<file path="src/hdl/fvcc_pkg.sv">
// shared types, widths and constant tables of the flow vector color coder
package fvcc_pkg;

   localparam int CORDIC_W = 27;
   localparam int SQRT_ITERS = 16;
   localparam int WHEEL_SIZE = 55;

   typedef struct packed {
      logic signed [CORDIC_W-1:0] x;
      logic signed [CORDIC_W-1:0] y;
      logic [31:0] phase;
      logic y_zero;
      logic x_neg;
   } cordic_type;

   typedef struct packed {
      logic [31:0] rem;
      logic [31:0] root;
      logic in_unit;
   } sqrt_type;

   function automatic logic [31:0] atan_at(input logic [4:0] idx);
      logic [31:0] v;
      case (idx)
         5'd0: v = 32'd536870912;
         5'd1: v = 32'd316933406;
         5'd2: v = 32'd167458907;
         5'd3: v = 32'd85004756;
         5'd4: v = 32'd42667331;
         5'd5: v = 32'd21354465;
         5'd6: v = 32'd10679838;
         5'd7: v = 32'd5340245;
         5'd8: v = 32'd2670163;
         5'd9: v = 32'd1335087;
         5'd10: v = 32'd667544;
         5'd11: v = 32'd333772;
         5'd12: v = 32'd166886;
         5'd13: v = 32'd83443;
         5'd14: v = 32'd41722;
         5'd15: v = 32'd20861;
         5'd16: v = 32'd10430;
         5'd17: v = 32'd5215;
         5'd18: v = 32'd2608;
         5'd19: v = 32'd1304;
         5'd20: v = 32'd652;
         5'd21: v = 32'd326;
         5'd22: v = 32'd163;
         5'd23: v = 32'd81;
         default: v = 32'd0;
      endcase
      return v;
   endfunction

   // color wheel entry as {red, green, blue}
   function automatic logic [23:0] wheel_at(input logic [5:0] idx);
      logic [23:0] v;
      case (idx)
         6'd0: v = {8'd255, 8'd0, 8'd0};
         6'd1: v = {8'd255, 8'd17, 8'd0};
         6'd2: v = {8'd255, 8'd34, 8'd0};
         6'd3: v = {8'd255, 8'd51, 8'd0};
         6'd4: v = {8'd255, 8'd68, 8'd0};
         6'd5: v = {8'd255, 8'd85, 8'd0};
         6'd6: v = {8'd255, 8'd102, 8'd0};
         6'd7: v = {8'd255, 8'd119, 8'd0};
         6'd8: v = {8'd255, 8'd136, 8'd0};
         6'd9: v = {8'd255, 8'd153, 8'd0};
         6'd10: v = {8'd255, 8'd170, 8'd0};
         6'd11: v = {8'd255, 8'd187, 8'd0};
         6'd12: v = {8'd255, 8'd204, 8'd0};
         6'd13: v = {8'd255, 8'd221, 8'd0};
         6'd14: v = {8'd255, 8'd238, 8'd0};
         6'd15: v = {8'd255, 8'd255, 8'd0};
         6'd16: v = {8'd213, 8'd255, 8'd0};
         6'd17: v = {8'd170, 8'd255, 8'd0};
         6'd18: v = {8'd128, 8'd255, 8'd0};
         6'd19: v = {8'd85, 8'd255, 8'd0};
         6'd20: v = {8'd43, 8'd255, 8'd0};
         6'd21: v = {8'd0, 8'd255, 8'd0};
         6'd22: v = {8'd0, 8'd255, 8'd63};
         6'd23: v = {8'd0, 8'd255, 8'd127};
         6'd24: v = {8'd0, 8'd255, 8'd191};
         6'd25: v = {8'd0, 8'd255, 8'd255};
         6'd26: v = {8'd0, 8'd232, 8'd255};
         6'd27: v = {8'd0, 8'd209, 8'd255};
         6'd28: v = {8'd0, 8'd186, 8'd255};
         6'd29: v = {8'd0, 8'd163, 8'd255};
         6'd30: v = {8'd0, 8'd140, 8'd255};
         6'd31: v = {8'd0, 8'd116, 8'd255};
         6'd32: v = {8'd0, 8'd93, 8'd255};
         6'd33: v = {8'd0, 8'd70, 8'd255};
         6'd34: v = {8'd0, 8'd47, 8'd255};
         6'd35: v = {8'd0, 8'd24, 8'd255};
         6'd36: v = {8'd0, 8'd0, 8'd255};
         6'd37: v = {8'd19, 8'd0, 8'd255};
         6'd38: v = {8'd39, 8'd0, 8'd255};
         6'd39: v = {8'd58, 8'd0, 8'd255};
         6'd40: v = {8'd78, 8'd0, 8'd255};
         6'd41: v = {8'd98, 8'd0, 8'd255};
         6'd42: v = {8'd117, 8'd0, 8'd255};
         6'd43: v = {8'd137, 8'd0, 8'd255};
         6'd44: v = {8'd156, 8'd0, 8'd255};
         6'd45: v = {8'd176, 8'd0, 8'd255};
         6'd46: v = {8'd196, 8'd0, 8'd255};
         6'd47: v = {8'd215, 8'd0, 8'd255};
         6'd48: v = {8'd235, 8'd0, 8'd255};
         6'd49: v = {8'd255, 8'd0, 8'd255};
         6'd50: v = {8'd255, 8'd0, 8'd213};
         6'd51: v = {8'd255, 8'd0, 8'd170};
         6'd52: v = {8'd255, 8'd0, 8'd128};
         6'd53: v = {8'd255, 8'd0, 8'd85};
         6'd54: v = {8'd255, 8'd0, 8'd43};
         default: v = 24'd0;
      endcase
      return v;
   endfunction

endpackage

</file>
<file path="src/hdl/fvcc_color.sv">
// four-stage color back end: segment pick, wheel blend, saturation multiply, final scale
module fvcc_color #(
   parameter int FRAC_BITS = 12
) (
   input  logic         clock,
   input  logic [3:0]   en,
   input  logic [31:0]  phase,
   input  logic         y_zero,
   input  logic         x_neg,
   input  logic [15:0]  radius,
   input  logic         in_unit,
   output logic [7:0]   red,
   output logic [7:0]   green,
   output logic [7:0]   blue
);

   localparam int SH = FRAC_BITS + 8;
   localparam logic [33:0] ROUND_ADD = (34'd1 << SH) - 34'd1;

   // stage a: segment index and blend fraction
   logic [31:0] ph_eff;
   logic [37:0] prod;
   logic [5:0]  k0_ff, k0_in;
   logic [7:0]  f_ff, f_in;
   logic [15:0] ra_ff;
   logic        ia_ff;

   always_comb begin
      ph_eff = y_zero ? (x_neg ? 32'h8000_0000 : 32'd0) : phase;
      prod = {6'd0, ph_eff} * 38'd54;
      k0_in = prod[37:32];
      f_in = prod[31:24];
   end

   always_ff @(posedge clock) begin
      if (en[0]) begin
         k0_ff <= k0_in;
         f_ff <= f_in;
         ra_ff <= radius;
         ia_ff <= in_unit;
      end
   end

   // stage b: wheel lookup and blend
   logic [5:0]  k1;
   logic [23:0] c0, c1;
   logic [8:0]  w0;
   logic [15:0] bl_in [3];
   logic [15:0] bl_ff [3];
   logic [15:0] rb_ff;
   logic        ib_ff;

   always_comb begin
      k1 = (k0_ff == 6'(fvcc_pkg::WHEEL_SIZE - 1)) ? 6'd0 : k0_ff + 6'd1;
      c0 = fvcc_pkg::wheel_at(k0_ff);
      c1 = fvcc_pkg::wheel_at(k1);
      w0 = 9'd256 - {1'b0, f_ff};
      for (int c = 0; c < 3; c++) begin
         bl_in[c] = 16'(({8'd0, w0} * {9'd0, c0[23-8*c -: 8]})
                      + ({9'd0, f_ff} * {9'd0, c1[23-8*c -: 8]}));
      end
   end

   always_ff @(posedge clock) begin
      if (en[1]) begin
         bl_ff <= bl_in;
         rb_ff <= ra_ff;
         ib_ff <= ia_ff;
      end
   end

   // stage c: radius times distance from white, and the outside scale
   logic [31:0] num_in [3];
   logic [31:0] num_ff [3];
   logic [7:0]  out_in [3];
   logic [7:0]  out_ff [3];
   logic [17:0] x3;
   logic        ic_ff;

   always_comb begin
      x3 = 18'd0;
      for (int c = 0; c < 3; c++) begin
         num_in[c] = {16'd0, rb_ff} * {16'd0, 16'd65280 - bl_ff[c]};
         x3 = {2'd0, bl_ff[c]} * 18'd3;
         out_in[c] = x3[17:10];
      end
   end

   always_ff @(posedge clock) begin
      if (en[2]) begin
         num_ff <= num_in;
         out_ff <= out_in;
         ic_ff <= ib_ff;
      end
   end

   // stage d: rounded-up scale and subtract from full white, or pass on the outside value
   logic [33:0] dsum;
   logic [33:0] dq;
   logic [7:0]  ch_in [3];
   logic [7:0]  ch_ff [3];

   always_comb begin
      dsum = 34'd0;
      dq = 34'd0;
      for (int c = 0; c < 3; c++) begin
         dsum = {2'd0, num_ff[c]} + ROUND_ADD;
         dq = dsum >> SH;
         if (ic_ff) begin
            ch_in[c] = (dq >= 34'd255) ? 8'd0 : 8'd255 - dq[7:0];
         end else begin
            ch_in[c] = out_ff[c];
         end
      end
   end

   always_ff @(posedge clock) begin
      if (en[3]) begin
         ch_ff <= ch_in;
      end
   end

   assign red = ch_ff[0];
   assign green = ch_ff[1];
   assign blue = ch_ff[2];

endmodule

</file>
<file path="config.mk">
export PLATFORM = sky130hd
export DESIGN_NAME = fvcc_color
export DESIGN_NICKNAME = d
export VERILOG_FILES = /design/src/hdl/fvcc_pkg.sv /design/src/hdl/fvcc_color.sv
export SDC_FILE = /design/constraint.sdc
export NUM_CORES = 2
export LEC_CHECK = 0
export ABC_CLOCK_PERIOD_IN_PS = 10050
export BUFFER_PORTS_ARGS = -buffer_cell sky130_fd_sc_hd__buf_4
export CAP_MARGIN = 20
export CORE_ASPECT_RATIO = 0.5
export CORE_MARGIN = 1.5
export CORE_UTILIZATION = 60
export CTS_CLUSTER_DIAMETER = 100
export CTS_CLUSTER_SIZE = 25
export DETAILED_ROUTE_END_ITERATION = 7
export PLACE_DENSITY_LB_ADDON = 0.1
export SETUP_SLACK_MARGIN = 0.5
export SLEW_MARGIN = 10
export SYNTH_ARGS = -nofsm -noshare
export SYNTH_HDL_FRONTEND = slang
export SYNTH_SLANG_ARGS = --single-unit
</file>
<file path="constraint.sdc">
create_clock -name clock -period 10.05 [get_ports clock]
set_input_delay 2.5125 -clock clock [delete_from_list [all_inputs] [get_ports clock]]
set_output_delay 2.5125 -clock clock [all_outputs]
set_load 0.005 [all_outputs]
</file>
==> summary.md <==
| Metric | Value |
|---|---|
| Crit path cell chain | nor2b_1 > and2_1 > nand2_1 > xnor2_2 > nand2_1 > fa_1 > inv_1 > fa_1 > fa_1 > fa_1 > fa_1 > inv_1 > fa_1 > inv_1 > ha_1 > a21o_1 > a211o_1 > a221o_1 > a22oi_1 > a21oi_1 > a311o_1 > a31o_2 > a21oi_1 > xnor2_1 |
| Final Hold Fails | 0 |
| Cell Rows | 78 |
| CTS tree | yes |
| Cell mode on critical path | fa_1 |
| Die height | 217 µm |
| Dominant synthesized flop cell | edfxtp_1 |
| Mapped cell area | 54900 µm² |
| Max-Cap Viols | 0 |
| Antenna violations before repair | 2 |
| Die area | 93500 µm² |
| Starting Density | 60.6% |
| Share of cells above drive strength 1 | 3.75% |
| Seq cells post-synth | 262 |
| Post-CTS Setup Bufs | 0 |
| H-tree depth reported by CTS | 1 |
| Hold path depth | 0 |
| Finished Cell Area | 57400 µm² |
| Port bufs | 79 |
| Commonest non-fill, non-tap cell in the layout | inv_1 |
| Syn_area_per_cell | 9.20 µm² |
| Area Overhead vs Synth | 4.50% |
| DP HPWL | 101000 µm |
| Worst Hold Endpoint | rb_ff[13]$_DFFE_PP_ |
| Hold Buf Count CTS | 0 |
| Reg2Reg Setup Slack | 1710 ps |
| Global placer's final weighted congestion | 0.894 |
| Status | completed |
| Drt wl/cell | 17.4 µm |
| Largest fanout on the critical path | 19 |
| Critical hold path startpoint | ra_ff[13]$_DFFE_PP_ |
| GRT Util Overall | 27.9% |
| Cts bufs inserted | 16 |
| Netlist cell types | 82 |
| Syn. warnings | 0 |
| ANT cells | 0 |
| Final Net Count | 7617 |
| Max-slew headroom | 19.8% |
| Final worst slack | 1710 ps |
| Clk_skew | 36.4 ps |
| Vias per Instance | 5.41 |
| Worst-Margin Slew | 1200 ps |
| Crit path launch | bl_ff[16]$_DFFE_PP_ |
| I/O pins | 80 |
| Area of the core | 90700 µm² |
| Finish-stage setup viols | 0 |
| Most frequent cells in the layout | inv_1, fa_1, nand2_1, ha_1, and2_1 |
| RSZ-0062 raised after global routing | false |
| Worst Setup Path Type | flip-flop to flip-flop |
| R2R Path Start | bl_ff[16]$_DFFE_PP_ |
| Worst EP required | 10380 ps |
| Data arrival time at the worst-slack endpoint | 8670 ps |
| Setup crit end kind | flip-flop |
| Fin crit share | 83.0% |
| R2R Path End | num_ff[63]$_DFFE_PP_ |
| Multi-input gate area | 41100 µm² |
| # DRC | 0 |
| First-pass GRT wire length | 210000 µm |
| Asr flop ratio synth | 0% |
| Detailed Routing Iterations Pass 1 | 5 |
| EDFF count, synth | 241 |
| Startpoint types | flip-flop |
| Pre-CTS setup slack | 1780 ps |
| Sequential fraction of the synthesis area | 13.9% |
| Drt total wl | 125000 µm |
| PostCTS Resize Cnt | 0 |
| Worst skew pair latency | 580 ps |
| Final-report max-slew violation count | 0 |
| Sequential standard cell area | 7660 µm² |
| Via count | 38.7k |
| Gr ovfl total | 0 |
| CTS Root Cell | clkbuf_16 |
| Tmin final | 8340 ps |
| Slowest stage cell on the critical path | xnor2_2 |
| Clk buf depth | 3 |
| Post-route ant nets | 0 |
| Die Width | 431 µm |
| Setup Total Neg Slack | 0 ps |
| HP Class | flip-flop to flip-flop |
| Dpl cell area | 56900 µm² |
| Cells after synthesis | 5974 |
| Initial DRC count | 2197 |
| # fillers | 7638 |
| Max Freq | 120 MHz |
| Largest net degree at the start of global routing | 66 |
| Clock slew at reported path FFs | 100 ps |
| Slowest stage delay, CP | 820 ps |
| Clock sinks | 262 |
| Vias in the first global route | 41.9k |
| Post-Syn Nets | 7655 |
| FF-to-FF path depth | 24 |
| Minimum hold slack | 423 ps |
synth_stat cells, types with 16 or more instances:
master,n,area share [%]
a21o_1,64,0.87
nor4_1,17,0.19
xor2_1,63,1.0
nand2b_1,48,0.55
nand2_1,748,5.1
xnor2_1,175,2.8
clkbuf_1,204,1.4
a31oi_1,16,0.18
inv_1,1445,9.9
o22ai_1,21,0.24
o21ai_0,104,0.95
and2_1,463,5.3
o21a_1,26,0.36
edfxtp_1,241,13
o21bai_1,37,0.51
dfxtp_1,21,0.77
ha_1,684,16
nand4_1,20,0.23
a21oi_1,162,1.5
nor2_1,145,0.99
and3_1,21,0.24
nor2b_1,44,0.50
nor3_1,39,0.36
fa_1,941,34
nand3_1,53,0.48
final cells by class:
cell class                      instances  area share, %
Tap cell                             1200           2.61
Sequential cell                       262           13.3
Clock inverter                          8          0.139
Timing Repair Buffer                  159           2.09
Clock buffer                           17          0.741
Multi-Input combinational cell       4049           71.6
Inverter                             1448           9.47
worst max path at each step:
stage | slack (ps) | depth (start not counted) | to
2_1_floorplan | 2340 | 29 | num_ff[31]$_DFFE_PP_
3_3_place_gp | 1830 | 31 | bl_ff[46]$_DFFE_PP_
3_5_place_dp | 1780 | 24 | num_ff[63]$_DFFE_PP_
4_1_cts | 1760 | 24 | num_ff[63]$_DFFE_PP_
5_1_grt | 1210 | 31 | bl_ff[46]$_DFFE_PP_
6_report | 1710 | 24 | num_ff[63]$_DFFE_PP_
cells by family after synthesis:
| kind of cell | Yosys count | synth area share [%] |
|---|---|---|
| fa+ha+maj | 1625 | 49.9 |
| mux | 10 | 0.191 |
| flops | 262 | 13.9 |
| simple gates | 1630 | 14.4 |
| compound gates | 546 | 6.46 |
| buf+inv | 1663 | 11.4 |
| xor+xnor | 238 | 3.79 |
routing by layer:
layer / track usage (%) / share of wire (%)
met3: 3.08 / 5.0
met1: 37.8 / 44
met4: 5.62 / 2.0
met2: 48.7 / 49
met5: 0 / 0
stage by stage:
| step | util [%] | instances |
|---|---|---|
| floorplan | - | 5974 |
| global placement | 62.7 | 7114 |
| detailed placement | 62.8 | 7116 |
| CTS | 63.3 | 7141 |
| global route | 63.3 | 7143 |
| finish | 63.3 | 7143 |
sequential cells by signal, summed over array words and instances, names as in the netlist:
signal / count
k0_ff: 6
blue: 8
num_ff: 96
ra_ff: 16
red: 8
bl_ff: 48
green: 8
c0: 21
out_ff: 24
ib_ff: 1
ia_ff: 1
f_ff: 8
rb_ff: 16
ic_ff: 1
critical path: cells and delay by family, from the launching register on:
family / cells / cell delay (ps)
AO/OA/AOI/OAI: 8 / 2090
XOR/XNOR: 2 / 910
adder cells (fa/ha/maj): 7 / 3400
buffers and inverters: 3 / 140
flip-flops: 1 / 690
AND/OR/NAND/NOR: 4 / 860
Power is not shown: default switching activity piles up to over one toggle a cycle in this logic, so the estimate is an artifact.
