`config.mk`:
```
export PLATFORM = sky130hd
export DESIGN_NAME = fvcc_sqrt_stage
export DESIGN_NICKNAME = d
export VERILOG_FILES = /design/src/hdl/fvcc_pkg.sv /design/src/hdl/fvcc_sqrt_stage.sv
export SDC_FILE = /design/constraint.sdc
export NUM_CORES = 1
export LEC_CHECK = 0
export BUFFER_PORTS_ARGS = -buffer_cell sky130_fd_sc_hd__buf_2
export CAP_MARGIN = 20
export CORE_ASPECT_RATIO = 0.9
export CORE_MARGIN = 2
export CORE_UTILIZATION = 34
export CTS_CLUSTER_SIZE = 25
export DETAILED_ROUTE_END_ITERATION = 6
export PLACE_DENSITY = 0.56
export SETUP_SLACK_MARGIN = 0.3
export SYNTH_ARGS = -nofsm -noshare
export SYNTH_HDL_FRONTEND = slang
export SYNTH_SLANG_ARGS = --single-unit
```
`constraint.sdc`:
```
create_clock -name clock -period 3.5 [get_ports clock]
set_input_delay 0.525 -clock clock [delete_from_list [all_inputs] [get_ports clock]]
set_output_delay 0.525 -clock clock [all_outputs]
set_load 0.1 [all_outputs]
```
`src/hdl/fvcc_pkg.sv`:
```
// shared types, widths and constant tables of the flow vector color coder
package fvcc_pkg;

   localparam int CORDIC_W = 27;
   localparam int SQRT_ITERS = 16;
   localparam int WHEEL_SIZE = 55;

   typedef struct packed {
      logic signed [CORDIC_W-1:0] x;
      logic signed [CORDIC_W-1:0] y;
      logic [31:0] phase;
      logic y_zero;
      logic x_neg;
   } cordic_type;

   typedef struct packed {
      logic [31:0] rem;
      logic [31:0] root;
      logic in_unit;
   } sqrt_type;

   function automatic logic [31:0] atan_at(input logic [4:0] idx);
      logic [31:0] v;
      case (idx)
         5'd0: v = 32'd536870912;
         5'd1: v = 32'd316933406;
         5'd2: v = 32'd167458907;
         5'd3: v = 32'd85004756;
         5'd4: v = 32'd42667331;
         5'd5: v = 32'd21354465;
         5'd6: v = 32'd10679838;
         5'd7: v = 32'd5340245;
         5'd8: v = 32'd2670163;
         5'd9: v = 32'd1335087;
         5'd10: v = 32'd667544;
         5'd11: v = 32'd333772;
         5'd12: v = 32'd166886;
         5'd13: v = 32'd83443;
         5'd14: v = 32'd41722;
         5'd15: v = 32'd20861;
         5'd16: v = 32'd10430;
         5'd17: v = 32'd5215;
         5'd18: v = 32'd2608;
         5'd19: v = 32'd1304;
         5'd20: v = 32'd652;
         5'd21: v = 32'd326;
         5'd22: v = 32'd163;
         5'd23: v = 32'd81;
         default: v = 32'd0;
      endcase
      return v;
   endfunction

   // color wheel entry as {red, green, blue}
   function automatic logic [23:0] wheel_at(input logic [5:0] idx);
      logic [23:0] v;
      case (idx)
         6'd0: v = {8'd255, 8'd0, 8'd0};
         6'd1: v = {8'd255, 8'd17, 8'd0};
         6'd2: v = {8'd255, 8'd34, 8'd0};
         6'd3: v = {8'd255, 8'd51, 8'd0};
         6'd4: v = {8'd255, 8'd68, 8'd0};
         6'd5: v = {8'd255, 8'd85, 8'd0};
         6'd6: v = {8'd255, 8'd102, 8'd0};
         6'd7: v = {8'd255, 8'd119, 8'd0};
         6'd8: v = {8'd255, 8'd136, 8'd0};
         6'd9: v = {8'd255, 8'd153, 8'd0};
         6'd10: v = {8'd255, 8'd170, 8'd0};
         6'd11: v = {8'd255, 8'd187, 8'd0};
         6'd12: v = {8'd255, 8'd204, 8'd0};
         6'd13: v = {8'd255, 8'd221, 8'd0};
         6'd14: v = {8'd255, 8'd238, 8'd0};
         6'd15: v = {8'd255, 8'd255, 8'd0};
         6'd16: v = {8'd213, 8'd255, 8'd0};
         6'd17: v = {8'd170, 8'd255, 8'd0};
         6'd18: v = {8'd128, 8'd255, 8'd0};
         6'd19: v = {8'd85, 8'd255, 8'd0};
         6'd20: v = {8'd43, 8'd255, 8'd0};
         6'd21: v = {8'd0, 8'd255, 8'd0};
         6'd22: v = {8'd0, 8'd255, 8'd63};
         6'd23: v = {8'd0, 8'd255, 8'd127};
         6'd24: v = {8'd0, 8'd255, 8'd191};
         6'd25: v = {8'd0, 8'd255, 8'd255};
         6'd26: v = {8'd0, 8'd232, 8'd255};
         6'd27: v = {8'd0, 8'd209, 8'd255};
         6'd28: v = {8'd0, 8'd186, 8'd255};
         6'd29: v = {8'd0, 8'd163, 8'd255};
         6'd30: v = {8'd0, 8'd140, 8'd255};
         6'd31: v = {8'd0, 8'd116, 8'd255};
         6'd32: v = {8'd0, 8'd93, 8'd255};
         6'd33: v = {8'd0, 8'd70, 8'd255};
         6'd34: v = {8'd0, 8'd47, 8'd255};
         6'd35: v = {8'd0, 8'd24, 8'd255};
         6'd36: v = {8'd0, 8'd0, 8'd255};
         6'd37: v = {8'd19, 8'd0, 8'd255};
         6'd38: v = {8'd39, 8'd0, 8'd255};
         6'd39: v = {8'd58, 8'd0, 8'd255};
         6'd40: v = {8'd78, 8'd0, 8'd255};
         6'd41: v = {8'd98, 8'd0, 8'd255};
         6'd42: v = {8'd117, 8'd0, 8'd255};
         6'd43: v = {8'd137, 8'd0, 8'd255};
         6'd44: v = {8'd156, 8'd0, 8'd255};
         6'd45: v = {8'd176, 8'd0, 8'd255};
         6'd46: v = {8'd196, 8'd0, 8'd255};
         6'd47: v = {8'd215, 8'd0, 8'd255};
         6'd48: v = {8'd235, 8'd0, 8'd255};
         6'd49: v = {8'd255, 8'd0, 8'd255};
         6'd50: v = {8'd255, 8'd0, 8'd213};
         6'd51: v = {8'd255, 8'd0, 8'd170};
         6'd52: v = {8'd255, 8'd0, 8'd128};
         6'd53: v = {8'd255, 8'd0, 8'd85};
         6'd54: v = {8'd255, 8'd0, 8'd43};
         default: v = 24'd0;
      endcase
      return v;
   endfunction

endpackage

```
`src/hdl/fvcc_sqrt_stage.sv`:
```
// one digit step of the integer square root, or a plain register past the last step
module fvcc_sqrt_stage #(
   parameter int IDX = 0,
   parameter int ACTIVE = 1
) (
   input  logic                 clock,
   input  logic                 en,
   input  fvcc_pkg::sqrt_type   d_in,
   output fvcc_pkg::sqrt_type   d_out
);

   localparam logic [31:0] BIT = (ACTIVE != 0) ? (32'd1 << (30 - 2 * IDX)) : 32'd0;

   fvcc_pkg::sqrt_type q_ff, q_in;
   logic [32:0] trial;

   always_comb begin
      trial = {1'b0, d_in.root} + {1'b0, BIT};
      q_in = d_in;
      if (ACTIVE != 0) begin
         if ({1'b0, d_in.rem} >= trial) begin
            q_in.rem = d_in.rem - trial[31:0];
            q_in.root = (d_in.root >> 1) + BIT;
         end else begin
            q_in.root = d_in.root >> 1;
         end
      end
   end

   always_ff @(posedge clock) begin
      if (en) begin
         q_ff <= q_in;
      end
   end

   assign d_out = q_ff;

endmodule

```
==> reports/results.txt, run 1 <==
Footprint of the multi-input gates: 2101 um2
Post-DRT Antenna Nets: 0
I/O pin count: 132
First-pass GRT wire length: 16230 um
Post-layout instance area: 5414 um2
DRT Pass-1 Iters: 4
Post-route clock period utilization: 0.8697
Die area: 13380 um2
Crit path required time: 3580 ps
RSZ-0062 raised after global routing: no
Number of port buffers: 131
Detailed placer's ending HPWL: 7976 um
Pleak: 0.002377 uW
Area growth syn-to-layout: 27.72%
Status: finished, final reports clean
Syn_nets: 480
# diodes: 0
Worst setup path start: d_in[6]
H-tree depth: 3
Ranking of synthesized cells by area: edfxtp_1, ha_1, mux2_2
Vias in the first global route: 3336
All-layer global routing usage: 0.1581
Final hold violations: 0
Leading area contributor after synthesis: edfxtp_1
Final Max Slew Viols: 0
Setup ws final: 456.2 ps
CTS tree: built
Pwr Density: 579.3 nW/um2
Area of the mapped netlist: 4239 um2
Min cycle time layout: 3044 ps
Cell with the most instances after synthesis: edfxtp_1
Post-CTS Setup Bufs: 0
Synth warnings: 0
Via count: 3372
Worst-path clk slew: 50 ps
Die H: 109.9 um
Num rows: 38
Synthesized area per cell: 11.18 um2
DRT Wirelength: 10100 um
Post-synth top area share: 0.4604
Die Wd: 121.7 um
Share of layout cells above drive strength 1: 0.3492
Wire length per cell: 14.77 um
Post-DR vias/cell: 4.930
Startpoint Class: primary input
Tightest Pin Transition: 587.8 ps
Initial core utilization: 0.3496
Share of flip-flops with an asynchronous set or reset: 0
Mapped Cells: 379
Fill cells: 1165
Nets: 621
Gpl congestion: 0.8204
CP Class: primary input to flip-flop
Clock root buffer: clkbuf_16
Yosys reg bits: 65
Iter 0 DRT Violations: 120
Crit path max fanout: 31
CTS sink cnt: 65
Endpoints failing setup: 0
Top cells by count, synth: edfxtp_1, ha_1, inv_1, a21oi_1, nand2_1
Critical Path AT: 3120 ps
Number of synthesized flops with an enable pin: 65
Prevailing post-synth register cell: edfxtp_1
HP Class: primary input to flip-flop
Inserted Clock Buffers: 9
Crit. End Element: flip-flop
End of the critical path: d_out[46]
Max reg flops: 65
Core ar.: 12120 um2
Post-cts hold buffer count: 0
Worst hold margin: 367.5 ps
DP Worst Slack: 129.0 ps
Largest net degree at the start of global routing: 32
Initial antenna violation count: 0
Post-synthesis sequential area ratio: 0.4604
DRC viols: 0
VDD IR max: 0.2147 mV
Register Area: 1952 um2
Setup TNS: 0 ps
Longest Clk Path Bufs: 2
Synth cell types: 51
Worst slew margin: 0.6081
Grt total ovfl: 0
Post_cts resized: 0
Post-place instance area: 5112 um2
Fmax: 328.5 MHz
Max-cap check violation count: 0
## worst min path at each step
stage / from / end / cells past startpoint
2_1_floorplan: d_in[0] / d_out[0] / 0
6_report: d_in[0] / d_out[0] / 1
4_1_cts: d_in[0] / d_out[0] / 1
3_5_place_dp: d_in[0] / d_out[0] / 1
3_3_place_gp: d_in[0] / d_out[0] / 1
5_1_grt: d_in[0] / d_out[0] / 1
## power by group
| group | leakage [uW] | switching, uW | internal (uW) |
|---|---|---|---|
| clock | 0.000147 | 306 | 615 |
| combinational | 0.00159 | 928 | 301 |
| sequential | 0.000636 | 20.7 | 966 |
| total | 0.00238 | 1250 | 1880 |
## critical path, cell delays in order
cell     delay, ps
buf_2           90
inv_1           50
ha_1           400
nand4_1        120
a21oi_1        330
o21ai_2        140
a41oi_4        190
a41oi_2        160
a211o_1        360
a21oi_4        150
buf_12         230
mux2_2         360
## kinds of logic (layout without fill, tap and decap cells)
kind of cell,count (synthesis),count (layout),synth area share
AO/OA/AOI/OAI,93,93,0.1473
AND/OR/NAND/NOR,84,84,0.1039
flip-flops,65,65,0.4604
buffers and inverters,43,188,0.04398
adder cells (fa/ha/maj),34,34,0.1021
multiplexers,32,32,0.08442
XOR/XNOR,28,28,0.05785
## per-stage QoR
step / cells / util / total power, uW
global placement: 669 / 0.4217 / 2226
detailed placement: 669 / 0.4217 / 2232
floorplan: 379 / - / 2000
CTS: 684 / 0.4465 / 3174
finish: 684 / 0.4465 / 3136
global route: 684 / 0.4465 / 3282
## cell usage in the layout, fill, tap and decap left out, drive strengths merged, types with 3 or more instances in the layout
master	netlist	final
buf	4	140
edfxtp	65	65
inv	33	33
ha	33	33
a21oi	33	33
mux2	30	30
nand2	23	23
o21ai	19	19
nand4	14	14
xor2	14	14
xnor2	14	14
nor2	13	13
clkbuf	6	11
a21o	8	8
nand3	7	7
nor2b	5	5
a31oi	5	5
and2	4	4
o21bai	4	4
and4	3	3
a21boi	3	3
o21a	3	3
## layout make-up
| class | instances | share of cell area |
|---|---|---|
| multi-input cells | 271 | 0.3880 |
| flip-flops and latches | 65 | 0.3605 |
| repair buffers | 140 | 0.1359 |
| clock buffers | 11 | 0.04299 |
| well taps | 160 | 0.03698 |
| inverters | 33 | 0.02288 |
| clock inverters | 4 | 0.01271 |
## per-layer routing
metal	global-route usage	vias up	wire (um)
li1	-	1695	-
met1	0.2111	1569	4824
met2	0.2440	101	4528
met3	0.05342	7	655
met4	0.04680	0	92
met5	0	-	0
(Power assumes the default switching activity.)
==> run 2, diff against run 1 <==
- clock period: 3.5 -> 3.1 ns (I/O delays scaled with it)
==> reports/results.txt, run 2 (same netlist as run 1, synthesis figures left out) <==
Fill cells: 1156
Grt total ovfl: 0
Register Area: 1952 um2
Initial core utilization: 0.3496
Initial antenna violation count: 0
Area growth syn-to-layout: 39.58%
H-tree depth: 3
Worst slew margin: 0.5373
Footprint of the multi-input gates: 2295 um2
Die H: 109.9 um
Met2 Use GR: 0.2661
First-pass GRT wire length: 17260 um
Pleak: 0.002588 uW
Num rows: 38
Wire length per cell: 14.89 um
Peak per-stage delay on the critical path: 330 ps
Number of port buffers: 131
Post-route clock period utilization: 0.8729
Post-DRT Antenna Nets: 0
Hold depth: 1
Fmax: 369.5 MHz
Largest net degree at the start of global routing: 39
Setup ws final: 393.9 ps
DRT Wirelength: 10740 um
Post-place instance area: 5547 um2
Gpl congestion: 0.8577
Status: finished, final reports clean
Tightest Pin Transition: 694.0 ps
I/O pin count: 132
Startpoint Class: primary input
CTS tree: built
VDD IR max: 0.3077 mV
DRT Pass-1 Iters: 4
DRC viols: 0
Via count: 3543
Inserted Clock Buffers: 9
Post-layout instance area: 5917 um2
Iter 0 DRT Violations: 152
Endpoints failing setup: 0
GRT busiest layer: met2
Die Wd: 121.7 um
Detailed placer's ending HPWL: 8316 um
Crit. End Element: flip-flop
Cell Chain, Critical Path: buf_2 -> inv_1 -> ha_4 -> and3_4 -> and4_1 -> o21ai_2 -> a41oi_4 -> a41oi_2 -> a211o_1 -> a21oi_4 -> buf_12 -> buf_12 -> mux2_1
Critical Path AT: 2780 ps
Met1 global-route usage: 0.2130
Worst-path clk slew: 50 ps
Min cycle time layout: 2706 ps
Final Max Slew Viols: 0
DP Worst Slack: -105.8 ps
All-layer global routing usage: 0.1662
Crit path max fanout: 13
Post-DR vias/cell: 4.914
Max-cap check violation count: 0
Share of layout cells above drive strength 1: 0.4474
Most common cell after layout, fill and taps aside: buf_2
CP Class: primary input to flip-flop
Highest-count cells in the layout ignoring fill and taps: buf_2, edfxtp_1, buf_4
HP Class: primary input to flip-flop
# diodes: 0
RSZ-0062 raised after global routing: no
Die area: 13380 um2
Global Route met3 Usage: 0.05861
Vias in the first global route: 3619
Clock root buffer: clkbuf_16
Core ar.: 12120 um2
CP max stage cell: mux2_1
Nets: 658
Most used cell, CP: buf_12
Longest Clk Path Bufs: 2
Pwr Density: 598.3 nW/um2
CTS sink cnt: 65
Crit path required time: 3180 ps
Max reg flops: 65
Final hold violations: 0
run 2: per-stage QoR:
step           cells  utilization  total power (uW)  hold slack [ps]  TNS (ps)
6_report         721       0.4880              3540            312.4         0
5_1_grt          721       0.4880              3706            298.9         0
4_1_cts          717       0.4791              3537            299.5         0
3_5_place_dp     702       0.4575              2620            651.9    -346.8
3_3_place_gp     702       0.4575              2609            645.3    -172.2
2_1_floorplan    379            -              2295            563.9         0
run 2: report_power, final:
part / internal [uW] / switching (uW) / leakage [uW]
logic: 438 / 1090 / 0.00182
clock network: 530 / 369 / 0.000131
registers: 1090 / 22.9 / 0.000636
total: 2060 / 1480 / 0.00259
run 2: layout make-up:
cell class,count,share of cell area
clock buffers,9,0.03806
clock inverters,6,0.006132
inverters,33,0.02305
multi-input cells,271,0.3878
flip-flops and latches,65,0.3299
well taps,160,0.03383
repair buffers,177,0.1812
run 2: routing by layer:
layer	vias up	wire, um
met1	1615	4971
met3	10	791
met5	-	0
li1	1784	-
met2	134	4860
met4	0	115
run 2: timing repair:
| item | 4_1_cts | 5_1_grt |
|---|---|---|
| pin swaps | 0 | 7 |
| buffers inserted | 0 | 2 |
| setup endpoints to repair | 2 | 30 |
| cloned | 0 | 2 |
| gates resized for setup | 1 | 11 |
| hold buffers | 0 | 0 |
run 2: worst max-delay path: cells and delay by family:
kind,cells,cell delay (ps)
simple gates,2,360
buf+inv,4,440
compound gates,5,880
fa+ha+maj,1,290
mux,1,330
run 2: final timing paths:
| check | endpoint | startpoint |
|---|---|---|
| min | d_out[0] | d_in[0] |
| max | d_out[56] | d_in[11] |
