File: src/hdl/fvcc_pkg.sv
// shared types, widths and constant tables of the flow vector color coder
package fvcc_pkg;

   localparam int CORDIC_W = 27;
   localparam int SQRT_ITERS = 16;
   localparam int WHEEL_SIZE = 55;

   typedef struct packed {
      logic signed [CORDIC_W-1:0] x;
      logic signed [CORDIC_W-1:0] y;
      logic [31:0] phase;
      logic y_zero;
      logic x_neg;
   } cordic_type;

   typedef struct packed {
      logic [31:0] rem;
      logic [31:0] root;
      logic in_unit;
   } sqrt_type;

   function automatic logic [31:0] atan_at(input logic [4:0] idx);
      logic [31:0] v;
      case (idx)
         5'd0: v = 32'd536870912;
         5'd1: v = 32'd316933406;
         5'd2: v = 32'd167458907;
         5'd3: v = 32'd85004756;
         5'd4: v = 32'd42667331;
         5'd5: v = 32'd21354465;
         5'd6: v = 32'd10679838;
         5'd7: v = 32'd5340245;
         5'd8: v = 32'd2670163;
         5'd9: v = 32'd1335087;
         5'd10: v = 32'd667544;
         5'd11: v = 32'd333772;
         5'd12: v = 32'd166886;
         5'd13: v = 32'd83443;
         5'd14: v = 32'd41722;
         5'd15: v = 32'd20861;
         5'd16: v = 32'd10430;
         5'd17: v = 32'd5215;
         5'd18: v = 32'd2608;
         5'd19: v = 32'd1304;
         5'd20: v = 32'd652;
         5'd21: v = 32'd326;
         5'd22: v = 32'd163;
         5'd23: v = 32'd81;
         default: v = 32'd0;
      endcase
      return v;
   endfunction

   // color wheel entry as {red, green, blue}
   function automatic logic [23:0] wheel_at(input logic [5:0] idx);
      logic [23:0] v;
      case (idx)
         6'd0: v = {8'd255, 8'd0, 8'd0};
         6'd1: v = {8'd255, 8'd17, 8'd0};
         6'd2: v = {8'd255, 8'd34, 8'd0};
         6'd3: v = {8'd255, 8'd51, 8'd0};
         6'd4: v = {8'd255, 8'd68, 8'd0};
         6'd5: v = {8'd255, 8'd85, 8'd0};
         6'd6: v = {8'd255, 8'd102, 8'd0};
         6'd7: v = {8'd255, 8'd119, 8'd0};
         6'd8: v = {8'd255, 8'd136, 8'd0};
         6'd9: v = {8'd255, 8'd153, 8'd0};
         6'd10: v = {8'd255, 8'd170, 8'd0};
         6'd11: v = {8'd255, 8'd187, 8'd0};
         6'd12: v = {8'd255, 8'd204, 8'd0};
         6'd13: v = {8'd255, 8'd221, 8'd0};
         6'd14: v = {8'd255, 8'd238, 8'd0};
         6'd15: v = {8'd255, 8'd255, 8'd0};
         6'd16: v = {8'd213, 8'd255, 8'd0};
         6'd17: v = {8'd170, 8'd255, 8'd0};
         6'd18: v = {8'd128, 8'd255, 8'd0};
         6'd19: v = {8'd85, 8'd255, 8'd0};
         6'd20: v = {8'd43, 8'd255, 8'd0};
         6'd21: v = {8'd0, 8'd255, 8'd0};
         6'd22: v = {8'd0, 8'd255, 8'd63};
         6'd23: v = {8'd0, 8'd255, 8'd127};
         6'd24: v = {8'd0, 8'd255, 8'd191};
         6'd25: v = {8'd0, 8'd255, 8'd255};
         6'd26: v = {8'd0, 8'd232, 8'd255};
         6'd27: v = {8'd0, 8'd209, 8'd255};
         6'd28: v = {8'd0, 8'd186, 8'd255};
         6'd29: v = {8'd0, 8'd163, 8'd255};
         6'd30: v = {8'd0, 8'd140, 8'd255};
         6'd31: v = {8'd0, 8'd116, 8'd255};
         6'd32: v = {8'd0, 8'd93, 8'd255};
         6'd33: v = {8'd0, 8'd70, 8'd255};
         6'd34: v = {8'd0, 8'd47, 8'd255};
         6'd35: v = {8'd0, 8'd24, 8'd255};
         6'd36: v = {8'd0, 8'd0, 8'd255};
         6'd37: v = {8'd19, 8'd0, 8'd255};
         6'd38: v = {8'd39, 8'd0, 8'd255};
         6'd39: v = {8'd58, 8'd0, 8'd255};
         6'd40: v = {8'd78, 8'd0, 8'd255};
         6'd41: v = {8'd98, 8'd0, 8'd255};
         6'd42: v = {8'd117, 8'd0, 8'd255};
         6'd43: v = {8'd137, 8'd0, 8'd255};
         6'd44: v = {8'd156, 8'd0, 8'd255};
         6'd45: v = {8'd176, 8'd0, 8'd255};
         6'd46: v = {8'd196, 8'd0, 8'd255};
         6'd47: v = {8'd215, 8'd0, 8'd255};
         6'd48: v = {8'd235, 8'd0, 8'd255};
         6'd49: v = {8'd255, 8'd0, 8'd255};
         6'd50: v = {8'd255, 8'd0, 8'd213};
         6'd51: v = {8'd255, 8'd0, 8'd170};
         6'd52: v = {8'd255, 8'd0, 8'd128};
         6'd53: v = {8'd255, 8'd0, 8'd85};
         6'd54: v = {8'd255, 8'd0, 8'd43};
         default: v = 24'd0;
      endcase
      return v;
   endfunction

endpackage

File: src/hdl/fvcc_cordic_stage.sv
// one vectoring cordic rotation stage, or a plain register past the last stage
module fvcc_cordic_stage #(
   parameter int IDX = 0,
   parameter int ACTIVE = 1
) (
   input  logic                   clock,
   input  logic                   en,
   input  fvcc_pkg::cordic_type   d_in,
   output fvcc_pkg::cordic_type   d_out
);

   fvcc_pkg::cordic_type q_ff, q_in;
   logic signed [fvcc_pkg::CORDIC_W-1:0] dx, dy;
   logic [31:0] ang;

   always_comb begin
      dx = d_in.y >>> IDX;
      dy = d_in.x >>> IDX;
      ang = fvcc_pkg::atan_at(5'(IDX));
      q_in = d_in;
      if (ACTIVE != 0) begin
         if (!d_in.y[fvcc_pkg::CORDIC_W-1]) begin
            q_in.x = d_in.x + dx;
            q_in.y = d_in.y - dy;
            q_in.phase = d_in.phase + ang;
         end else begin
            q_in.x = d_in.x - dx;
            q_in.y = d_in.y + dy;
            q_in.phase = d_in.phase - ang;
         end
      end
   end

   always_ff @(posedge clock) begin
      if (en) begin
         q_ff <= q_in;
      end
   end

   assign d_out = q_ff;

endmodule

File: config.mk
export PLATFORM = sky130hd
export DESIGN_NAME = fvcc_cordic_stage
export DESIGN_NICKNAME = d
export VERILOG_FILES = /design/src/hdl/fvcc_pkg.sv /design/src/hdl/fvcc_cordic_stage.sv
export SDC_FILE = /design/constraint.sdc
export NUM_CORES = 1
export LEC_CHECK = 0
export BUFFER_PORTS_ARGS = -buffer_cell sky130_fd_sc_hd__buf_2
export CAP_MARGIN = 0
export CORE_UTILIZATION = 55
export CTS_CLUSTER_SIZE = 14
export DETAILED_ROUTE_END_ITERATION = 16
export GPL_TIMING_DRIVEN = 0
export PLACE_DENSITY = 0.82
export SKIP_LAST_GASP = 1
export SYNTH_ARGS = -nofsm -noshare
export SYNTH_HDL_FRONTEND = slang
export SYNTH_SLANG_ARGS = --single-unit
File: constraint.sdc
create_clock -name clock -period 3.4 [get_ports clock]
set_input_delay 0.51 -clock clock [delete_from_list [all_inputs] [get_ports clock]]
set_output_delay 0.51 -clock clock [all_outputs]
set_load 0.02 [all_outputs]
==> results of run 1 <==
==> stage by stage <==
stage / power (uW) / area [um2]
6_report: 3680 / 8720
5_1_grt: 3840 / 8720
4_1_cts: 3670 / 8720
3_5_place_dp: 2790 / 8460
3_3_place_gp: 2770 / 8430
2_1_floorplan: 2320 / 7330
==> placed cells by master, fill, tap and decap left out, types with 10 or more instances in the layout <==
cell type | synthesis | final
a21oi_1 | 80 | 80
edfxtp_1 | 87 | 87
xnor2_1 | 44 | 44
nand2_1 | 32 | 32
a21o_1 | 20 | 20
inv_1 | 90 | 90
o21ai_0 | 48 | 48
o21bai_1 | 16 | 16
clkbuf_1 | 20 | 22
buf_2 | 7 | 183
mux2i_1 | 15 | 15
nor3_1 | 12 | 12
nor2_1 | 43 | 43
ha_1 | 87 | 87
nand4_1 | 10 | 10
==> power by group <==
part           internal (uW)  switching [uW]
clock network            495             388
logic                    489             887
registers               1370            42.7
total                   2360            1320
==> cells by family after synthesis <==
logic type                 share of synthesized area
buffers and inverters                         0.0699
muxes                                         0.0205
AOI/OAI and AO/OA                              0.236
adders and majority gates                      0.160
xor gates and xnor gates                      0.0622
and+or+nand+nor                               0.0950
DFF                                            0.357
==> layer usage <==
layer	routed length, um	part of all wire	GRT usage	vias up
met1	8660	0.41	0.402	3123
li1	-	-	-	3147
met2	9820	0.47	0.507	398
met3	1890	0.090	0.0618	61
met4	681	0.032	0.109	0
met5	0	0	0	-
==> critical path, delay by kind of cell <==
family	cells	cell delay [ns]
compound gates	5	1.73
xor+xnor	1	0.34
buf+inv	2	0.24
simple gates	1	0.06
fa+ha+maj	1	0.33
mux	1	0.09
==> final timing paths <==
check / cells past startpoint / slack [ns] / endpoint / start
worst min-delay path: 1 / 0.35 / d_out[29] / d_in[29]
worst max-delay path: 11 / 0.20 / d_out[53] / d_in[35]
==> layout make-up <==
class	instances	share of cell area
timing repair buffer	178	0.105
tap	172	0.0247
clock buffer	11	0.0267
inverter	94	0.0404
multi-input combinational	555	0.482
clock inverter	5	0.00387
buffer	35	0.0182
sequential	87	0.299
==> impl_metrics.env, run 1 <==
export IMPL_run_status="complete, no violations"
export IMPL_cts_tree="yes"
export IMPL_rows=41
export IMPL_synthCells=771
export IMPL_ys_flop_type="edfxtp_1"
export IMPL_area_delta_synth_final_pct=19.1
export IMPL_dr_first_iter_drc_count=760
export IMPL_root_buffer="clkbuf_16"
export IMPL_cts_buffers_inserted=9
export IMPL_criticalPathCategory="input pin to flop"
export IMPL_synthDistinctLibCells=73
export IMPL_core_area_um2=12800
export IMPL_dieHeight_um=117
export IMPL_end_kind="flop"
export IMPL_cts_htree_levels=3
export IMPL_syn_cell_area_um2=7330
export IMPL_grt_pass1_wl_um=33400
export IMPL_powerDensity_nw_per_um2=421
export IMPL_tightest_slew_ns=0.871
export IMPL_fin_setup_tns_ns=0
export IMPL_cpMaxStageDelayCell="o311ai_0"
export IMPL_largest_reg_flops=87
export IMPL_power_leakage_uw=0.00396
export IMPL_yosys_area_top_type_share=0.357
export IMPL_nets=1141
export IMPL_via_count=6729
export IMPL_start_util=0.571
export IMPL_routed_wire_length_per_instance_um=18.5
export IMPL_grt_pass1_vias=6387
export IMPL_maxCapViolCount=0
export IMPL_fin_util=0.680
export IMPL_diodes=0
export IMPL_ir_worst_vdd_mv=0.225
export IMPL_max_stage_delay_ns=0.56
export IMPL_cts_setup_buffers=0
export IMPL_die_area_um2=13800
export IMPL_ys_warn_count=0
export IMPL_crit_chain="buf_2 -> inv_1 -> ha_1 -> nor2b_1 -> o311ai_0 -> o21ai_1 -> o22ai_1 -> o221a_2 -> o21a_1 -> mux2i_1 -> xnor2_1"
export IMPL_gp_congestion=0.979
export IMPL_multiInputGateArea_um2=4200
export IMPL_drcViolationCount=0
export IMPL_max_slew_margin=0.420
export IMPL_fin_crit_sh=0.941
export IMPL_via_per_inst=5.92
export IMPL_holdWs_ns=0.350
export IMPL_n_fill_cell=1071
export IMPL_finalCriticalPeriod_ns=3.20
export IMPL_design_portCount=178
export IMPL_synth_most_common_cell="inv_1"
export IMPL_chipWidth_um=117
export IMPL_yosys_area_top_type="edfxtp_1"
export IMPL_fin_cells=1137
export IMPL_antenna_left=0
export IMPL_io_buffers=177
export IMPL_wl_um=21100
export IMPL_synth_common_cells="inv_1 (90), edfxtp_1 (87), ha_1 (87), a21oi_1 (80), o21ai_0 (48)"
export IMPL_synthTopCellsByArea="edfxtp_1 (36%), ha_1 (15%), a21oi_1 (5.5%)"
export IMPL_yosysSeqAreaShare=0.357
export IMPL_clock_path_buffers=2
export IMPL_setup_slack_ns=0.201
export IMPL_grt_remaining_overflow=0
export IMPL_drive_above_1_share=0.239
export IMPL_worst_ep_arrival_time_ns=3.32
export IMPL_cts_num_sinks=87
export IMPL_ys_ff_latch=87
export IMPL_cts_resized=0
export IMPL_dp_cells=1121
export IMPL_pre_cts_ws_ns=-0.00102
export IMPL_required_ns=3.52
export IMPL_avgSynthCellArea_um2=9.50
export IMPL_dr_pass1_iters=5
export IMPL_clk_pin_slew_worst_paths_ns=0.06
export IMPL_final_seq_area_um2=2610
export IMPL_path_max_fanout=4
export IMPL_hold_buffers=0
export IMPL_synth_edf_count=87
export IMPL_setup_viol=0
export IMPL_start_kind="input pin"
export IMPL_rsz0062_at_grt="no"
export IMPL_synth_nets=952
export IMPL_finalHoldViolations=0
export IMPL_synthArstFlopShare=0
export IMPL_grt_max_degree=79
export IMPL_dp_hpwl_um=16800
export IMPL_final_max_slew_viol_count=0
export IMPL_fmax_mhz=313
export IMPL_antenna_found_initial=0
export IMPL_hp_class="input pin to flop"
export IMPL_track_usage=0.308
No activity file was read; power rests on OpenSTA's default activity.
==> run 2: changes to the inputs <==
--- a/config.mk
+++ b/config.mk
@@ -12,6 +12,7 @@
 export DETAILED_ROUTE_END_ITERATION = 16
 export GPL_TIMING_DRIVEN = 0
 export PLACE_DENSITY = 0.82
+export RECOVER_POWER = 100
 export SKIP_LAST_GASP = 1
 export SYNTH_ARGS = -nofsm -noshare
 export SYNTH_HDL_FRONTEND = slang
==> run 2 against run 1 <==
Net effect: final cell count did not move; sequential power hardly changed; the run now ends with max-capacitance violations, max-slew violations left; via count is 0.36% lower; fmax fell by 1.0%.
==> impl_metrics.env, run 2 (same netlist as run 1, synthesis figures left out) <==
export IMPL_wl_um=21300
export IMPL_cts_num_sinks=87
export IMPL_largest_reg_flops=87
export IMPL_pre_cts_ws_ns=-0.00102
export IMPL_grt_remaining_overflow=0
export IMPL_grt_pass1_vias=6387
export IMPL_rsz0062_at_grt="no"
export IMPL_diodes=0
export IMPL_start_util=0.571
export IMPL_setup_slack_ns=0.167
export IMPL_root_buffer="clkbuf_16"
export IMPL_io_buffers=177
export IMPL_core_area_um2=12800
export IMPL_ir_worst_vdd_mv=0.226
export IMPL_start_kind="input pin"
export IMPL_criticalPathCategory="input pin to flop"
export IMPL_finalCriticalPeriod_ns=3.23
export IMPL_dr_pass1_iters=5
export IMPL_via_count=6705
export IMPL_design_portCount=178
export IMPL_finalPower_uw=3630
export IMPL_end_kind="flop"
export IMPL_cts_buffers_inserted=9
export IMPL_hp_class="input pin to flop"
export IMPL_dr_first_iter_drc_count=633
export IMPL_required_ns=3.47
export IMPL_area_delta_synth_final_pct=16.7
export IMPL_die_area_um2=13800
export IMPL_drive_above_1_share=0.140
export IMPL_final_max_slew_viol_count=79
export IMPL_worst_ep_arrival_time_ns=3.31
export IMPL_run_status="finished with violations"
export IMPL_path_max_fanout=5
export IMPL_gp_congestion=0.979
export IMPL_hold_buffers=0
export IMPL_dieHeight_um=117
export IMPL_nets=1141
export IMPL_final_common_cell="clkbuf_1"
export IMPL_grt_max_degree=79
export IMPL_multiInputGateArea_um2=4170
export IMPL_maxCapViolCount=1
export IMPL_cts_tree="yes"
export IMPL_via_per_inst=5.90
export IMPL_clk_pin_slew_worst_paths_ns=0.06
export IMPL_drcViolationCount=0
export IMPL_final_seq_area_um2=2610
export IMPL_cts_resized=0
export IMPL_track_usage=0.308
export IMPL_tightest_slew_ns=1.89
export IMPL_antenna_left=0
export IMPL_max_slew_margin=-0.260
export IMPL_routed_wire_length_per_instance_um=18.7
export IMPL_setup_viol=0
export IMPL_antenna_found_initial=0
export IMPL_chipWidth_um=117
export IMPL_cts_htree_levels=3
export IMPL_cts_setup_buffers=0
export IMPL_rows=41
export IMPL_grt_pass1_wl_um=33400
export IMPL_violations="max-capacitance violations, max-slew violations"
export IMPL_clock_path_buffers=2
export IMPL_fmax_mhz=309
export IMPL_n_fill_cell=1149
export IMPL_finalHoldViolations=0
export IMPL_fin_crit_sh=0.951
export IMPL_powerDensity_nw_per_um2=425
export IMPL_layout_common_cells="clkbuf_1 (116), buf_2 (92), inv_1 (90)"
export IMPL_power_leakage_uw=0.00369
export IMPL_dp_hpwl_um=16800
run 2: worst max-delay path: stages:
cell and delay [ns]:
clkbuf_1 0.12, ha_1 0.18, inv_1 0.06, fa_1 0.42, o21bai_1 0.25, a21oi_4 0.12, o221a_2 0.29, o2111ai_1 0.39
a31oi_1 0.23, o311ai_0 0.35, o21ai_0 0.20, xnor2_1 0.18
run 2: worst paths after layout:
kind / start / endpoint / slack (ns) / depth (start not counted)
min: d_in[11] / d_out[11] / 0.35 / 1
max: d_in[34] / d_out[58] / 0.17 / 12
run 2: area by class of cell:
type	count	share of cell area
Multi-Input combinational cell	555	0.488
Sequential cell	87	0.306
Timing Repair Buffer	178	0.0907
Inverter	94	0.0413
Clock buffer	11	0.0272
Tap cell	172	0.0252
Buffer	35	0.0186
Clock inverter	5	0.00395
run 2: power breakdown:
group,leakage [uW],internal [uW],total (uW),switching (uW)
logic,0.00271,441,1330,885
registers,0.000851,1380,1430,47.6
clock network,0.000128,495,883,388
run 2: layer usage:
metal	global-route usage	vias to the layer above	wire [um]	part of all wire
met5	0	-	0	0
met4	0.109	0	708	0.033
met3	0.0618	61	1960	0.092
met2	0.507	392	9800	0.46
met1	0.402	3108	8790	0.41
li1	-	3144	-	-
run 2: stage by stage:
step | instances | area (um2) | hold WS (ns) | util | TNS (ns)
6_report | 1137 | 8550 | 0.348 | 0.667 | 0
3_3_place_gp | 1120 | 8430 | 0.686 | 0.657 | 0
5_1_grt | 1137 | 8550 | 0.337 | 0.667 | 0
3_5_place_dp | 1121 | 8460 | 0.688 | 0.659 | -0.00102
2_1_floorplan | 771 | 7330 | 0.609 | - | 0
4_1_cts | 1137 | 8720 | 0.342 | 0.680 | 0
==> run 3: changes to the inputs <==
==> constraint.sdc (replaced) <==
create_clock -name clock -period 3.63 [get_ports clock]
set_input_delay 0.5445 -clock clock [delete_from_list [all_inputs] [get_ports clock]]
set_output_delay 0.5445 -clock clock [all_outputs]
set_load 0.02 [all_outputs]
==> run 3 against run 2 <==
Net effect: the flow still finishes with violations (max-capacitance violations, max-slew violations); non-clock buffer count is the same; flip-flop and latch count is the same; sequential share of layout area barely moved; worst setup slack improved by 0.068 ns; first-iteration DRC count up 3.5%; combinational power down 7%; global-route usage unchanged; core utilization about the same; critical path depth unchanged; final area hardly changed; sequential power decreased by 6%.
==> impl_metrics.env, run 3 (same netlist as run 1, synthesis figures left out) <==
export IMPL_fin_setup_tns_ns=0
export IMPL_finalHoldViolations=0
export IMPL_io_buffers=177
export IMPL_path_buf_inv=3
export IMPL_drcViolationCount=0
export IMPL_pre_cts_ws_ns=0.194
export IMPL_max_slew_margin=-0.265
export IMPL_final_max_slew_viol_count=79
export IMPL_final_common_cell="clkbuf_1"
export IMPL_criticalPathCategory="input pin to flop"
export IMPL_power_frac_comb=0.364
export IMPL_setup_viol=0
export IMPL_p_int_uw=2170
export IMPL_power_leakage_uw=0.00368
export IMPL_root_buffer="clkbuf_16"
export IMPL_cts_setup_buffers=0
export IMPL_powerDensity_nw_per_um2=398
export IMPL_crit_chain="buf_2 -> inv_1 -> ha_1 -> clkbuf_1 -> nand2b_1 -> a21oi_2 -> o221ai_2 -> o41ai_2 -> a221oi_1 -> o221a_2 -> o311ai_0 -> xnor2_1"
export IMPL_via_count=6717
export IMPL_start_kind="input pin"
export IMPL_ir_worst_vdd_mv=0.212
export IMPL_rows=41
export IMPL_final_seq_area_um2=2610
export IMPL_antenna_found_initial=0
export IMPL_grt_max_degree=79
export IMPL_clock_path_buffers=2
export IMPL_start_util=0.571
export IMPL_maxCapViolCount=1
export IMPL_max_stage_delay_ns=0.54
export IMPL_clk_pin_slew_worst_paths_ns=0.06
export IMPL_finalPower_uw=3400
export IMPL_fin_crit_sh=0.935
export IMPL_design_portCount=178
export IMPL_nets=1141
export IMPL_required_ns=3.69
export IMPL_switching_share=0.363
export IMPL_cts_tree="yes"
export IMPL_fmax_mhz=295
export IMPL_grt_pass1_vias=6387
export IMPL_run_status="finished with violations"
export IMPL_cp_top_family="compound AO/OA/AOI/OAI gates"
export IMPL_area_delta_synth_final_pct=16.6
export IMPL_cts_htree_levels=3
export IMPL_core_area_um2=12800
export IMPL_n_fill_cell=1150
export IMPL_tightest_slew_ns=1.90
export IMPL_largest_reg_flops=87
export IMPL_path_max_fanout=10
export IMPL_dr_first_iter_drc_count=655
export IMPL_setup_slack_ns=0.235
export IMPL_power_share_clock=0.243
export IMPL_cts_num_sinks=87
export IMPL_worst_ep_arrival_time_ns=3.46
export IMPL_grt_remaining_overflow=0
export IMPL_multiInputGateArea_um2=4170
export IMPL_wl_um=21200
export IMPL_grt_pass1_wl_um=33400
export IMPL_end_kind="flop"
export IMPL_p_seq_frac=0.392
export IMPL_track_usage=0.308
export IMPL_holdWs_ns=0.383
export IMPL_rsz0062_at_grt="no"
export IMPL_violations="max-capacitance violations, max-slew violations"
export IMPL_diodes=0
export IMPL_cts_buffers_inserted=9
export IMPL_dp_hpwl_um=16800
export IMPL_antenna_left=0
export IMPL_power_switching_uw=1240
export IMPL_routed_wire_length_per_instance_um=18.7
export IMPL_cpMaxStageDelayCell="o311ai_0"
export IMPL_gp_congestion=0.979
export IMPL_cts_resized=0
export IMPL_drive_above_1_share=0.139
export IMPL_finalCriticalPeriod_ns=3.39
export IMPL_hp_class="input pin to flop"
export IMPL_dr_pass1_iters=7
export IMPL_layout_common_cells="clkbuf_1 (117), buf_2 (92), inv_1 (90)"
export IMPL_dieHeight_um=117
export IMPL_chipWidth_um=117
export IMPL_via_per_inst=5.91
export IMPL_die_area_um2=13800
export IMPL_hold_buffers=0
run 3: cell types whose count changed in the layout (fill, tap and decap cells not counted), sizes merged:
cell    before  now
buf         98   97
clkbuf     126  127
run 3: cell type report:
type,instances,share of cell area
Multi-Input combinational cell,555,0.488
Sequential cell,87,0.306
Timing Repair Buffer,178,0.0908
Inverter,94,0.0413
Clock buffer,11,0.0272
Tap cell,172,0.0252
Buffer,35,0.0182
Clock inverter,5,0.00395
run 3: per-layer routing:
layer	GRT usage	up-vias	routed length, um
met5	0	-	0
met4	0.109	0	714
met3	0.0618	62	1970
met2	0.507	412	9750
met1	0.402	3104	8810
li1	-	3139	-
run 3: path summary, 6_finish.rpt:
kind	start	slack (ns)	cells after the start	endpoint
worst min-delay path	d_in[4]	0.38	1	d_out[4]
worst max-delay path	d_in[36]	0.24	12	d_out[85]
run 3: per-stage QoR:
step	instances	util	area, um2
after floorplan	771	-	7330
after global placement	1120	0.657	8430
after detailed placement	1121	0.659	8460
after CTS	1137	0.680	8720
after global routing	1137	0.666	8540
final	1137	0.666	8540
run 3: power by group through the flow:
stage	sequential [uW]	combinational, uW	clock, uW
finish	1340	1240	828
global route	1340	1330	882
CTS	1330	1270	840
detailed placement	1350	1260	0
global placement	1350	1240	0
floorplan	1520	648	0
